[config.mk]
export PLATFORM = sky130hd
export DESIGN_NAME = parallel_port_timer_registers_flat
export DESIGN_NICKNAME = d
export VERILOG_FILES = /design/src/rtl/pptr_pkg.sv /design/src/rtl/pptr_req_if.sv /design/src/rtl/pptr_rsp_if.sv /design/src/rtl/pptr_timer.sv /design/src/rtl/pptr_regfile.sv /design/src/rtl/parallel_port_timer_registers.sv /design/src/flat_wrapper.sv
export SDC_FILE = /design/constraint.sdc
export NUM_CORES = 1
export LEC_CHECK = 0
export BUFFER_PORTS_ARGS = -buffer_cell sky130_fd_sc_hd__buf_2
export CORE_MARGIN = 2
export CORE_UTILIZATION = 59
export DETAILED_ROUTE_END_ITERATION = 7
export GPL_ROUTABILITY_DRIVEN = 0
export GPL_TIMING_DRIVEN = 0
export PLACE_DENSITY = 0.79
export SLEW_MARGIN = 10
export SYNTH_ARGS = -nofsm -noshare
export SYNTH_HDL_FRONTEND = slang
export SYNTH_HIERARCHICAL = 1
export SYNTH_SLANG_ARGS = --single-unit
[constraint.sdc]
create_clock -name clk -period 5 [get_ports clk]
set_clock_uncertainty 0.15 [all_clocks]
set_input_delay 0.75 -clock clk [delete_from_list [all_inputs] [get_ports clk]]
set_output_delay 0.75 -clock clk [all_outputs]
set_load 0.005 [all_outputs]
[src/rtl/pptr_pkg.sv]
// Shared types and constants for the parallel port and timer block.
`timescale 1ns / 1ps
`default_nettype none

package pptr_pkg;

    localparam int ADDR_W   = 24;
    localparam int OFF_W    = 6;
    localparam int BYTE_W   = 8;
    localparam int DATA_W   = 16;
    localparam int SIZE_W   = 3;
    localparam int CNT_W    = 24;
    localparam int NUM_REGS = 18;
    localparam int SLOT_W   = 5;

    localparam int DEF_PRESCALE_BITS = 10;
    localparam int DEF_RELOAD_VALUE  = 24'hFFFFFF;
    localparam int DEF_REGISTER_SPAN = 54;

    localparam logic [ADDR_W-1:0] BASE_RESET = 24'h800000;

    typedef enum logic [1:0] {
        CMD_READ  = 2'd0,
        CMD_WRITE = 2'd1,
        CMD_TICK  = 2'd2
    } cmd_t;

    localparam logic [SIZE_W-1:0] SIZE_BYTE = 3'd1;
    localparam logic [SIZE_W-1:0] SIZE_WORD = 3'd2;

    // Operation handed from the input stage to the register file
    typedef struct packed {
        logic              valid;
        logic [1:0]        cmd;
        logic [OFF_W-1:0]  offset;
        logic [SIZE_W-1:0] access_size;
        logic [DATA_W-1:0] write_data;
    } pptr_op_t;

    // Control from the register file to the timer
    typedef struct packed {
        logic tick;
        logic clear_flag;
    } tmr_ctrl_t;

endpackage

`default_nettype wire

[src/rtl/pptr_req_if.sv]
// Request channel interface: valid/ready handshake with the bus access payload.
`timescale 1ns / 1ps
`default_nettype none

interface pptr_req_if;
    logic        valid;
    logic        ready;
    logic [1:0]  cmd;
    logic [23:0] bus_address;
    logic [2:0]  access_size;
    logic [15:0] write_data;

    modport source (output valid, output cmd, output bus_address, output access_size,
                    output write_data, input ready);
    modport sink   (input valid, input cmd, input bus_address, input access_size,
                    input write_data, output ready);
endinterface

`default_nettype wire

[src/rtl/pptr_rsp_if.sv]
// Response channel interface: valid/ready handshake with the read data payload.
`timescale 1ns / 1ps
`default_nettype none

interface pptr_rsp_if;
    logic        valid;
    logic        ready;
    logic [15:0] read_data;

    modport source (output valid, output read_data, input ready);
    modport sink   (input valid, input read_data, output ready);
endinterface

`default_nettype wire

[src/rtl/pptr_timer.sv]
// Tick prescaler, hidden down counter and underflow flag.
`timescale 1ns / 1ps
`default_nettype none

module pptr_timer
    import pptr_pkg::*;
#(
    parameter int PRESCALE_BITS = DEF_PRESCALE_BITS,
    parameter int RELOAD_VALUE  = DEF_RELOAD_VALUE
)
(
    input  wire logic      clk,
    input  wire logic      rst_n,
    input  wire tmr_ctrl_t ctrl,
    output logic           underflow
);

    logic [PRESCALE_BITS-1:0] presc_reg, presc_next;
    logic [CNT_W-1:0]         count_reg, count_next;
    logic                     flag_reg, flag_next;

    always_comb
    begin
        presc_next = presc_reg;
        count_next = count_reg;
        flag_next  = flag_reg;
        if (ctrl.tick)
        begin
            presc_next = presc_reg + 1'b1;
            // prescaler wraps to zero: step the counter
            if (&presc_reg)
            begin
                if (count_reg != '0)
                begin
                    count_next = count_reg - 1'b1;
                end
                else
                begin
                    count_next = CNT_W'(RELOAD_VALUE);
                    flag_next  = 1'b1;
                end
            end
        end
        if (ctrl.clear_flag)
        begin
            flag_next = 1'b0;
        end
    end

    always_ff @(posedge clk or negedge rst_n)
    begin
        if (!rst_n)
        begin
            presc_reg <= '0;
            count_reg <= CNT_W'(RELOAD_VALUE);
            flag_reg  <= 1'b0;
        end
        else
        begin
            presc_reg <= presc_next;
            count_reg <= count_next;
            flag_reg  <= flag_next;
        end
    end

    assign underflow = flag_reg;

endmodule

`default_nettype wire

[src/rtl/pptr_regfile.sv]
// Byte register file with read and write decode of the register window.
`timescale 1ns / 1ps
`default_nettype none

module pptr_regfile
    import pptr_pkg::*;
#(
    parameter int REGISTER_SPAN = DEF_REGISTER_SPAN
)
(
    input  wire logic              clk,
    input  wire logic              rst_n,
    input  wire pptr_op_t          op,
    input  wire logic              underflow,
    output logic [DATA_W-1:0]      read_data,
    output tmr_ctrl_t              tmr_ctrl
);

    localparam logic [OFF_W-1:0] OFF_PORT_LAST = 6'h19;
    localparam logic [OFF_W-1:0] OFF_PSR       = 6'h1B;
    localparam logic [OFF_W-1:0] OFF_TCR       = 6'h21;
    localparam logic [OFF_W-1:0] OFF_TIVR      = 6'h23;
    localparam logic [OFF_W-1:0] OFF_CNTH_RD   = 6'h27;
    localparam logic [OFF_W-1:0] OFF_CNTM_RD   = 6'h29;
    localparam logic [OFF_W-1:0] OFF_CNTL_RD   = 6'h2B;
    localparam logic [OFF_W-1:0] OFF_TSR       = 6'h2D;
    localparam logic [OFF_W-1:0] OFF_CNTH_WR   = 6'h2B;
    localparam logic [OFF_W-1:0] OFF_CNTM_WR   = 6'h2D;
    localparam logic [OFF_W-1:0] OFF_CNTL_WR   = 6'h2F;
    localparam logic [OFF_W-1:0] OFF_TSR_CLR   = 6'h31;

    localparam logic [SLOT_W-1:0] SLOT_A_DIR    = 5'd2;
    localparam logic [SLOT_W-1:0] SLOT_B_DIR    = 5'd3;
    localparam logic [SLOT_W-1:0] SLOT_C_DIR    = 5'd4;
    localparam logic [SLOT_W-1:0] SLOT_PORT_VEC = 5'd5;
    localparam logic [SLOT_W-1:0] SLOT_A_DATA   = 5'd8;
    localparam logic [SLOT_W-1:0] SLOT_B_DATA   = 5'd9;
    localparam logic [SLOT_W-1:0] SLOT_C_DATA   = 5'd12;
    localparam logic [SLOT_W-1:0] SLOT_TCR      = 5'd13;
    localparam logic [SLOT_W-1:0] SLOT_TIVR     = 5'd14;
    localparam logic [SLOT_W-1:0] SLOT_CNTH     = 5'd15;
    localparam logic [SLOT_W-1:0] SLOT_CNTM     = 5'd16;
    localparam logic [SLOT_W-1:0] SLOT_CNTL     = 5'd17;

    localparam logic [BYTE_W-1:0] VEC_MASK   = 8'hFC;
    localparam logic [BYTE_W-1:0] UNMAPPED   = 8'hFF;

    logic [BYTE_W-1:0] regs_reg [NUM_REGS];

    logic [OFF_W-1:0]  off2;
    logic              second;
    logic [OFF_W-1:0]  odd_off;
    logic [BYTE_W-1:0] odd_byte;
    logic              is_byte;
    logic              is_word;

    logic              wr_hit;
    logic [BYTE_W-1:0] wr_byte;
    logic              wr_en;
    logic [SLOT_W-1:0] wr_slot;
    logic [BYTE_W-1:0] wr_val;
    logic              wr_clr;

    // Only odd offsets map to anything, and of the two bytes of a word access
    // exactly one sits at an odd offset; the even one reads as unmapped (zero when
    // past the span) and ignores writes. Decode the odd one only.
    assign off2    = op.offset + 1'b1;
    assign second  = ({1'b0, op.offset} + 7'd1) < 7'(REGISTER_SPAN);
    assign odd_off = op.offset[0] ? op.offset : off2;
    assign is_byte = (op.access_size == SIZE_BYTE);
    assign is_word = (op.access_size == SIZE_WORD);

    always_comb
    begin
        case (odd_off)
            OFF_PSR:     odd_byte = '0;
            OFF_TSR:     odd_byte = {{(BYTE_W-1){1'b0}}, underflow};
            OFF_TCR:     odd_byte = regs_reg[SLOT_TCR];
            OFF_TIVR:    odd_byte = regs_reg[SLOT_TIVR];
            OFF_CNTH_RD: odd_byte = regs_reg[SLOT_CNTH];
            OFF_CNTM_RD: odd_byte = regs_reg[SLOT_CNTM];
            OFF_CNTL_RD: odd_byte = regs_reg[SLOT_CNTL];
            default:
            begin
                if (odd_off <= OFF_PORT_LAST)
                begin
                    odd_byte = regs_reg[odd_off[OFF_W-1:1]];
                end
                else
                begin
                    odd_byte = UNMAPPED;
                end
            end
        endcase
    end

    always_comb
    begin
        read_data = '0;
        if (op.cmd == CMD_READ)
        begin
            if (is_byte)
            begin
                read_data = {8'h00, op.offset[0] ? odd_byte : UNMAPPED};
            end
            else if (is_word)
            begin
                read_data[15:8] = op.offset[0] ? odd_byte : UNMAPPED;
                if (second)
                begin
                    read_data[7:0] = op.offset[0] ? UNMAPPED : odd_byte;
                end
            end
        end
    end

    // Write decode: a byte access hits only at an odd offset; a word access
    // hits through its high byte at an odd offset or its low byte otherwise.
    always_comb
    begin
        wr_hit  = 1'b0;
        wr_byte = op.write_data[7:0];
        if (op.valid && op.cmd == CMD_WRITE)
        begin
            if (is_byte)
            begin
                wr_hit = op.offset[0];
            end
            else if (is_word)
            begin
                wr_hit  = op.offset[0] || second;
                wr_byte = op.offset[0] ? op.write_data[15:8] : op.write_data[7:0];
            end
        end
    end

    always_comb
    begin
        wr_en   = 1'b0;
        wr_slot = odd_off[OFF_W-1:1];
        wr_val  = wr_byte;
        wr_clr  = 1'b0;
        case (odd_off)
            OFF_TCR:     begin wr_en = wr_hit; wr_slot = SLOT_TCR;  end
            OFF_TIVR:    begin wr_en = wr_hit; wr_slot = SLOT_TIVR; end
            OFF_CNTH_WR: begin wr_en = wr_hit; wr_slot = SLOT_CNTH; end
            OFF_CNTM_WR: begin wr_en = wr_hit; wr_slot = SLOT_CNTM; end
            OFF_CNTL_WR: begin wr_en = wr_hit; wr_slot = SLOT_CNTL; end
            OFF_TSR_CLR: wr_clr = wr_hit;
            default:
            begin
                if (odd_off <= OFF_PORT_LAST)
                begin
                    wr_en = wr_hit;
                    case (wr_slot)
                        SLOT_PORT_VEC: wr_val = wr_byte & VEC_MASK;
                        SLOT_A_DATA:   wr_val = wr_byte & regs_reg[SLOT_A_DIR];
                        SLOT_B_DATA:   wr_val = wr_byte & regs_reg[SLOT_B_DIR];
                        SLOT_C_DATA:   wr_val = wr_byte & regs_reg[SLOT_C_DIR];
                        default:       wr_val = wr_byte;
                    endcase
                end
            end
        endcase
    end

    always_ff @(posedge clk or negedge rst_n)
    begin
        if (!rst_n)
        begin
            for (int i = 0; i < NUM_REGS; i++)
            begin
                regs_reg[i] <= '0;
            end
        end
        else if (wr_en)
        begin
            regs_reg[wr_slot] <= wr_val;
        end
    end

    assign tmr_ctrl.tick       = op.valid && (op.cmd == CMD_TICK);
    assign tmr_ctrl.clear_flag = wr_clr;

endmodule

`default_nettype wire

[src/rtl/parallel_port_timer_registers.sv]
// Top level of the parallel port and timer register block.
//
// Usage:
//   request carries one bus item per transfer: cmd (read, write, tick),
//   bus_address, access_size (1 byte, 2 word) and write_data. response
//   returns one read_data per request, in order; writes and ticks return 0.
//   cfg_wr_en/cfg_wr_data load base_address, the start of the 64-byte window;
//   write it only while no request is in flight.
// Pipeline and throughput:
//   A request transfers into the input register, is decoded and applied to
//   the register file and timer as it advances, and its result is captured
//   in the output register, from which it transfers out on response. One
//   request per cycle is sustained while response is taken; the register file
//   update is a single pass of decode logic.
// Reset:
//   rst_n clears the byte registers, the underflow flag and the prescaler,
//   loads the down counter with the reload value and base_address with
//   0x800000. Both pipeline stages come up empty.
// Stall:
//   When response is not taken the result holds in the output register, the
//   next request waits in the input register, and request.ready drops only
//   once both are full.
`timescale 1ns / 1ps
`default_nettype none

module parallel_port_timer_registers
    import pptr_pkg::*;
#(
    parameter int PRESCALE_BITS = DEF_PRESCALE_BITS,
    parameter int RELOAD_VALUE  = DEF_RELOAD_VALUE,
    parameter int REGISTER_SPAN = DEF_REGISTER_SPAN
)
(
    input  wire logic              clk,
    input  wire logic              rst_n,
    input  wire logic              cfg_wr_en,
    input  wire logic [ADDR_W-1:0] cfg_wr_data,
    pptr_req_if.sink               request,
    pptr_rsp_if.source             response
);

    // Configuration
    logic [ADDR_W-1:0] base_reg;

    // Input stage
    logic              s1_valid_reg, s1_valid_next;
    logic [1:0]        s1_cmd_reg;
    logic [ADDR_W-1:0] s1_addr_reg;
    logic [SIZE_W-1:0] s1_size_reg;
    logic [DATA_W-1:0] s1_data_reg;

    // Output stage
    logic              out_valid_reg, out_valid_next;
    logic [DATA_W-1:0] out_data_reg;

    logic              in_xfer;
    logic              advance;
    pptr_op_t          op;
    logic [DATA_W-1:0] rd_data;
    tmr_ctrl_t         tmr_ctrl;
    logic              underflow;

    // Advance the input stage whenever the output register is free or drains
    // in the same cycle; accept a new request whenever the input stage will
    // be empty.
    assign advance       = s1_valid_reg && (!out_valid_reg || response.ready);
    assign request.ready = !s1_valid_reg || advance;
    assign in_xfer       = request.valid && request.ready;

    always_comb
    begin
        s1_valid_next = s1_valid_reg;
        if (in_xfer)
        begin
            s1_valid_next = 1'b1;
        end
        else if (advance)
        begin
            s1_valid_next = 1'b0;
        end

        out_valid_next = out_valid_reg;
        if (advance)
        begin
            out_valid_next = 1'b1;
        end
        else if (response.ready)
        begin
            out_valid_next = 1'b0;
        end
    end

    always_ff @(posedge clk or negedge rst_n)
    begin
        if (!rst_n)
        begin
            base_reg      <= BASE_RESET;
            s1_valid_reg  <= 1'b0;
            out_valid_reg <= 1'b0;
        end
        else
        begin
            if (cfg_wr_en)
            begin
                base_reg <= cfg_wr_data;
            end
            s1_valid_reg  <= s1_valid_next;
            out_valid_reg <= out_valid_next;
        end
    end

    // Payload registers: hold unless a transfer or an advance moves them
    always_ff @(posedge clk)
    begin
        if (in_xfer)
        begin
            s1_cmd_reg  <= request.cmd;
            s1_addr_reg <= request.bus_address;
            s1_size_reg <= request.access_size;
            s1_data_reg <= request.write_data;
        end
        if (advance)
        begin
            out_data_reg <= rd_data;
        end
    end

    // Offset inside the window: only the low six bits of the difference count
    assign op.valid       = advance;
    assign op.cmd         = s1_cmd_reg;
    assign op.offset      = s1_addr_reg[OFF_W-1:0] - base_reg[OFF_W-1:0];
    assign op.access_size = s1_size_reg;
    assign op.write_data  = s1_data_reg;

    pptr_regfile #(
        .REGISTER_SPAN (REGISTER_SPAN)
    ) u_regfile (
        .clk       (clk),
        .rst_n     (rst_n),
        .op        (op),
        .underflow (underflow),
        .read_data (rd_data),
        .tmr_ctrl  (tmr_ctrl)
    );

    pptr_timer #(
        .PRESCALE_BITS (PRESCALE_BITS),
        .RELOAD_VALUE  (RELOAD_VALUE)
    ) u_timer (
        .clk       (clk),
        .rst_n     (rst_n),
        .ctrl      (tmr_ctrl),
        .underflow (underflow)
    );

    assign response.valid     = out_valid_reg;
    assign response.read_data = out_data_reg;

`ifndef SYNTH
    a_advance_fills_output: assert property (@(posedge clk) disable iff (!rst_n)
        advance |=> response.valid)
        else $error("advanced item did not reach the output register");

    a_empty_stage_ready: assert property (@(posedge clk) disable iff (!rst_n)
        !s1_valid_reg |-> request.ready)
        else $error("request stalled with an empty input stage");

    a_non_read_zero: assert property (@(posedge clk) disable iff (!rst_n)
        (advance && s1_cmd_reg != CMD_READ) |=> (response.read_data == '0))
        else $error("write or tick returned nonzero read data");

    a_stall_holds_stage: assert property (@(posedge clk) disable iff (!rst_n)
        (s1_valid_reg && out_valid_reg && !response.ready) |=> s1_valid_reg)
        else $error("input stage dropped an item during a stall");
`endif

endmodule

`default_nettype wire

[src/flat_wrapper.sv]
// flat-port wrapper written by rule: the top's interface ports become plain ports
module parallel_port_timer_registers_flat import pptr_pkg::*;
#(
    parameter int PRESCALE_BITS = DEF_PRESCALE_BITS,
    parameter int RELOAD_VALUE  = DEF_RELOAD_VALUE,
    parameter int REGISTER_SPAN = DEF_REGISTER_SPAN
)
  (clk, rst_n, cfg_wr_en, cfg_wr_data, request_valid, request_cmd, request_bus_address, request_access_size, request_write_data, request_ready, response_valid, response_read_data, response_ready);
  pptr_req_if request_i ();
  pptr_rsp_if response_i ();
  input  wire logic clk;
  input  wire logic rst_n;
  input  wire logic cfg_wr_en;
  input  wire logic [ADDR_W-1:0] cfg_wr_data;
  input wire logic [$bits(request_i.valid)-1:0] request_valid;
  input wire logic [$bits(request_i.cmd)-1:0] request_cmd;
  input wire logic [$bits(request_i.bus_address)-1:0] request_bus_address;
  input wire logic [$bits(request_i.access_size)-1:0] request_access_size;
  input wire logic [$bits(request_i.write_data)-1:0] request_write_data;
  output wire logic [$bits(request_i.ready)-1:0] request_ready;
  output wire logic [$bits(response_i.valid)-1:0] response_valid;
  output wire logic [$bits(response_i.read_data)-1:0] response_read_data;
  input wire logic [$bits(response_i.ready)-1:0] response_ready;
  assign request_i.valid = request_valid;
  assign request_i.cmd = request_cmd;
  assign request_i.bus_address = request_bus_address;
  assign request_i.access_size = request_access_size;
  assign request_i.write_data = request_write_data;
  assign request_ready = request_i.ready;
  assign response_valid = response_i.valid;
  assign response_read_data = response_i.read_data;
  assign response_i.ready = response_ready;
  parallel_port_timer_registers #(.PRESCALE_BITS(PRESCALE_BITS), .RELOAD_VALUE(RELOAD_VALUE), .REGISTER_SPAN(REGISTER_SPAN)) u_core (.clk(clk), .rst_n(rst_n), .cfg_wr_en(cfg_wr_en), .cfg_wr_data(cfg_wr_data), .request(request_i), .response(response_i));
endmodule
**Yosys cells after proc, flatten, opt, wreduce, memory -nomap -nowiden**

Index checks and enable logic that the tools add are counted.
W data, S select, Z words.

- Bitwise operators: 7
- Equal/unequal tests: 18
- $add $sub $neg: 5
- Reductions and logical operators: 22
- $lt $le $gt $ge: 5
- Mux-type cells: 37

Operator list:

| kind | number |
|---|---|
| $bwmux W144 | 1 |
| $mux W8 | 15 |
| $pmux W8 S7 | 1 |
| $eq A6 B6 Y1 const B | 8 |
| $bmux W8 S5 | 1 |
| $demux W8 S5 | 1 |
| $pmux W8 S4 | 1 |
| $pmux W5 S5 | 1 |
| $and A8 B8 Y8 | 3 |
| $mux W24 | 1 |
| $reduce_bool A24 Y1 | 1 |
| $sub A24 B1 Y24 const B | 1 |
| $eq A5 B4 Y1 const B | 3 |
| $mux W1 | 13 |
| $ge A6 B6 Y1 const B | 2 |
| $not A5 Y6 | 2 |
| $reduce_and A11 Y1 | 1 |
| $add A10 B1 Y10 const B | 1 |
| $reduce_and A10 Y1 | 1 |
| $reduce_bool A2 Y1 | 4 |
| $add A6 B1 Y7 const B | 1 |
| $lt A7 B6 Y1 const B | 1 |
| $add A6 B1 Y6 const B | 1 |
| $eq A6 B5 Y1 const B | 1 |
| other kinds (20) | 28 |

- Output and inout port bits: 18
- Bits in registers: 230

**Depth between registers and ports, before layout**

- Depth in word-level cells: 13
- Depth in mapped cells: 17
- Gate-level depth less buffers: 14

**Hierarchy**

Netlist, hierarchy kept.

By module, submodules not included:

| module | times used | sequential area each (um^2) | area an instance (um^2) | cells each |
|---|---|---|---|---|
| pptr_regfile | 1 | 3603.5 | 8201.6 | 858 |
| pptr_timer | 1 | 905.9 | 1923.1 | 199 |
| parallel_port_timer_registers | 1 | 1491.4 | 1835.5 | 101 |

**Least setup slack after synthesis**

OpenSTA, ideal clock, no wires.

- Kind: register to register
- Start: register u_core.base_reg[0]
- End: register u_core.out_data_reg[7], in the netlist u_core/response.read_data[7] (data pin)
- Path slack: 1.531 ns
- Data required time: 4.582 ns
- Path buffers: 2
- Stages on the path, launching flop included: 13
- Arrival time: 3.052 ns
- Cells stage by stage: dfrtp_1 > ha_1 > fa_1 > inv_1 > ha_1 > nor2_1 > buf_2 > buf_2 > mux4_2 > mux2i_1 > nand2_1 > o211ai_1 > a31oi_1

RTL lines:

| what | line | source |
|---|---|---|
| from (decl) | parallel_port_timer_registers.sv:43 | `logic [ADDR_W-1:0] base_reg;` |
| from (signal assigned) | parallel_port_timer_registers.sv:105 | `base_reg <= cfg_wr_data;` |
| to (signal assigned) | parallel_port_timer_registers.sv:124 | `out_data_reg <= rd_data;` |
| to (decl) | parallel_port_timer_registers.sv:54 | `logic [DATA_W-1:0] out_data_reg;` |

==> tab_implementation.tex <==
\begin{tabular}{lr}
\hline
Metric & Value \\
\hline
\multicolumn{2}{l}{\textbf{Status}} \\
\quad Result of the run & finished, final reports clean \\
\multicolumn{2}{l}{\textbf{Yosys}} \\
\quad Seq cells post-synth & 230 \\
\quad Synth Net Count & 1243 \\
\quad Top area cells in the synthesized netlist & sky130\_fd\_sc\_hd\_\_dfrtp\_1 34\%, sky130\_fd\_sc\_hd\_\_edfxtp\_1 11\%, sky130\_fd\_sc\_hd\_\_o21ai\_0 6.1\%, sky130\_fd\_sc\_hd\_\_dfstp\_2 5.3\%, sky130\_fd\_sc\_hd\_\_nand2\_1 5.3\% \\
\quad Largest area contributor in the synthesized netlist & sky130\_fd\_sc\_hd\_\_dfrtp\_1 \\
\quad Main flop type after synthesis & sky130\_fd\_sc\_hd\_\_dfrtp\_1 \\
\quad Count of cell types in the netlist & 92 \\
\quad Leading cell types by count after synthesis & 168 x sky130\_fd\_sc\_hd\_\_nand2\_1, 163 x sky130\_fd\_sc\_hd\_\_dfrtp\_1, 146 x sky130\_fd\_sc\_hd\_\_o21ai\_0, 58 x sky130\_fd\_sc\_hd\_\_a21oi\_1, 57 x sky130\_fd\_sc\_hd\_\_nor2\_1 \\
\quad Sequential area share after synthesis & roughly 50\% \\
\quad Number of warnings issued by yosys & 6 \\
\quad Share of synthesized flip-flops with an asynchronous set or reset & 81.3\% \\
\quad Post-Synthesis Mean Instance Area & 10.3 µm² \\
\quad Mapped cell area & 12000 µm² \\
\quad Number of flops mapped to enable cells by yosys & 43 \\
\quad Most repeated cell in the gate-level netlist after synthesis & sky130\_fd\_sc\_hd\_\_nand2\_1 \\
\quad Top cell type's share of synthesized area & 34.1\% \\
\quad Syn Inst Count & 1158 \\
\multicolumn{2}{l}{\textbf{Worst setup path}} \\
\quad WP data arrival & 4670 ps \\
\quad Start-to-end type of the worst setup path & register to register \\
\quad Reg-to-reg setup timing slack & roughly 440 ps \\
\quad Biggest fanout along the worst timing path & 10 \\
\quad Terminus of the critical flop-to-flop path & u\_core/response.read\_data[10] \\
\quad Critical path capture point type & register \\
\quad FF-to-FF Start & u\_core/base\_reg[1] \\
\quad WP data required & 5110 ps \\
\quad FF-to-FF path depth & 13 \\
\quad Element type at the critical path start & register \\
\multicolumn{2}{l}{\textbf{Timing}} \\
\quad Highest Clock Rate & 219 MHz \\
\quad Slew HR & 27.1\% \\
\quad Final hold violations & 0 \\
\quad Least-Margin Pin Slew & 1090 ps \\
\quad Max-slew violation total from the final report & 0 \\
\quad \# setup viols final & 0 \\
\quad Setup total negative slack & 0 ps \\
\quad Shortest clock period the worst path allows after layout & 4560 ps \\
\quad RSZ-0062 raised after global routing & no \\
\quad Worst hold slack & 54.5 ps \\
\quad Period utilisation layout & 91.3\% \\
\multicolumn{2}{l}{\textbf{Clocking}} \\
\quad TritonCTS clock tree & built \\
\quad Buffer cell driving the clock tree root & sky130\_fd\_sc\_hd\_\_clkbuf\_16 \\
\quad Number of levels the H-tree was split into & 1 \\
\quad Hold buffer count at CTS & 0 \\
\quad Inserted Clock Buffers & 25 \\
\quad Total setup buffers inserted after CTS & 0 \\
\quad Clock-pin slew on the worst setup and hold paths & 60 ps \\
\quad Maximum count of clock buffers along a single path & 3 \\
\quad Sink Count & 230 \\
\quad Clock latency on the worst-skew pair & 530 ps \\
\quad Gates resized, CTS repair & 0 \\
\multicolumn{2}{l}{\textbf{Finish}} \\
\quad Relative area change from synthesis to final layout & 12.1\% \\
\quad Filler instances & 1553 \\
\quad Sequential standard cell area & 6000 µm² \\
\quad Flip-flop count of the largest register, all copies and words added & 144 \\
\quad Nets & 1325 \\
\quad Multi-input logic area & 5480 µm² \\
\quad Share of cells above drive strength 1 & 21.4\% \\
\multicolumn{2}{l}{\textbf{Global route}} \\
\quad Pin count of the biggest net entering global routing & 96 \\
\quad Vias in the first global route & 9542 \\
\quad Number of antenna violations at the first check in global routing & 1 \\
\quad Global-route wire length before repair & 52.8 mm \\
\quad Global router's overall resource usage & 31.4\% \\
\quad GRT overflow & 0 \\
\multicolumn{2}{l}{\textbf{Die}} \\
\quad Count of pins on the block boundary & 92 \\
\quad Std-Cell Rows & 52 \\
\quad Die extent in y & 146 µm \\
\quad Area of the core & between 20000 and 25000 µm² \\
\quad Area of the die & 21400 µm² \\
\quad Starting utilization of the core area & about 60\% \\
\quad Width of the die & about 150 µm \\
\multicolumn{2}{l}{\textbf{Drt}} \\
\quad First-pass DRT Iterations & 6 \\
\quad Iter 0 DRT Violations & 1263 \\
\quad Post-DR wirelength/cell & 21.7 µm \\
\quad Detailed-route wire length & around 33 mm \\
\quad Count of unresolved DRC violations after routing & 0 \\
\quad Final antenna-violating net count & 0 \\
\quad Vias after detailed routing & $\sim$9900 \\
\quad Vias per std cell & 6.47 \\
\multicolumn{2}{l}{\textbf{Power}} \\
\quad PwrDens & 400 nW/µm² \\
\quad Peak supply drop & approximately 0.00023 V \\
\quad Leakage power & 5.73 nW \\
\multicolumn{2}{l}{\textbf{Flow run}} \\
\quad Maxcap violations & 0 \\
\multicolumn{2}{l}{\textbf{Min path}} \\
\quad Worst min-delay path category & primary input to async pin \\
\multicolumn{2}{l}{\textbf{Placement}} \\
\quad Detailed Place HPWL & 23.0 mm \\
\quad Port Buf Inserts & 54 \\
\hline
\end{tabular}
[layer usage]
metal / vias up / GRT usage (%) / share of wire, %
li1: 4375 / - / -
met5: - / 0 / 0
met4: 0 / 12.7 / 4.7
met1: 4780 / 44.0 / 41
met3: 130 / 7.84 / 10
met2: 618 / 47.5 / 44
[layout by cell type (no fill, tap or decap), drive strengths merged, types with 7 or more instances in the layout]
cell type,synthesis,final
nand2,168,168
dfrtp,163,163
o21ai,151,151
buf,46,101
clkbuf,25,65
nor2,61,61
a21oi,58,58
mux2,46,46
edfxtp,43,43
mux2i,43,43
nand3,31,31
inv,30,31
nor3,29,29
dfstp,24,24
o22ai,18,18
mux4,17,17
xnor2,16,16
nor4,15,15
nand4,13,13
or2,13,13
a31oi,12,12
ha,10,10
a31o,9,9
nand2b,8,8
nor2b,7,7
xor2,7,7
[worst max path at each step]
stage | from | slack (ps) | end
2_1_floorplan | u_core/base_reg[0] | 1530 | u_core/response.read_data[7]
3_3_place_gp | rst_n | 50 | u_core/u_regfile/regs_reg[85]
3_5_place_dp | u_core/base_reg[0] | 640 | u_core/response.read_data[4]
4_1_cts | u_core/base_reg[0] | 610 | u_core/response.read_data[10]
5_1_grt | u_core/base_reg[1] | 340 | u_core/response.read_data[10]
6_report | u_core/base_reg[1] | 440 | u_core/response.read_data[10]
[final cells by class]
type | instances | share of cell area (%)
Sequential cell | 230 | 44.8
Multi-Input combinational cell | 827 | 40.9
Clock buffer | 40 | 5.47
Buffer | 71 | 2.78
Tap cell | 270 | 2.52
Timing Repair Buffer | 55 | 2.30
Inverter | 30 | 0.840
Clock inverter | 6 | 0.439
Antenna cell | 1 | 0.0187
[power breakdown]
part	total, W	internal, W	leakage, nW	switching (W)
sequential	0.00212	0.00204	2.85	0.0000801
clock	0.00179	0.00105	0.389	0.000740
combinational	0.00145	0.000474	2.48	0.000975
total	0.00536	0.00356	5.73	0.00180
[cells by family (layout without fill, tap and decap cells)]
group	after synthesis	after routing	synth area share [%]
and+or+nand+nor	378	378	15.8
AOI/OAI and AO/OA	309	309	15.6
muxes	106	106	11.3
buffers and inverters	101	202	4.06
DFF	230	230	50.2
adders and majority gates	11	11	1.21
xor gates and xnor gates	23	23	1.81
other	0	1	0
[per-stage QoR]
step / worst slack (ps) / instance area [µm²] / power [W] / std cells / util [%]
final: 437 / 13400 / 0.00536 / 1530 / 66.9
after global routing: 337 / 13400 / 0.00554 / 1529 / 66.9
after CTS: 613 / 13400 / 0.00531 / 1529 / 66.9
after detailed placement: 642 / 12600 / 0.00351 / 1483 / 62.9
after global placement: 46.3 / 12600 / 0.00348 / 1482 / 62.7
after floorplan: 1530 / 12000 / 0.00307 / 1158 / -
[critical path, cell delays in order, from the launching register on]
cell and delay (ps):
sky130_fd_sc_hd__dfrtp_1 370, sky130_fd_sc_hd__inv_1 70, sky130_fd_sc_hd__ha_1 270, sky130_fd_sc_hd__nor2b_1 140, sky130_fd_sc_hd__o31ai_2 270, sky130_fd_sc_hd__a21boi_1 510, sky130_fd_sc_hd__buf_4 280, sky130_fd_sc_hd__buf_2 250
sky130_fd_sc_hd__buf_2 260, sky130_fd_sc_hd__buf_2 320, sky130_fd_sc_hd__buf_1 540, sky130_fd_sc_hd__mux2i_1 410, sky130_fd_sc_hd__a22o_1 290, sky130_fd_sc_hd__o22ai_1 130
(Power assumes the default switching activity.)
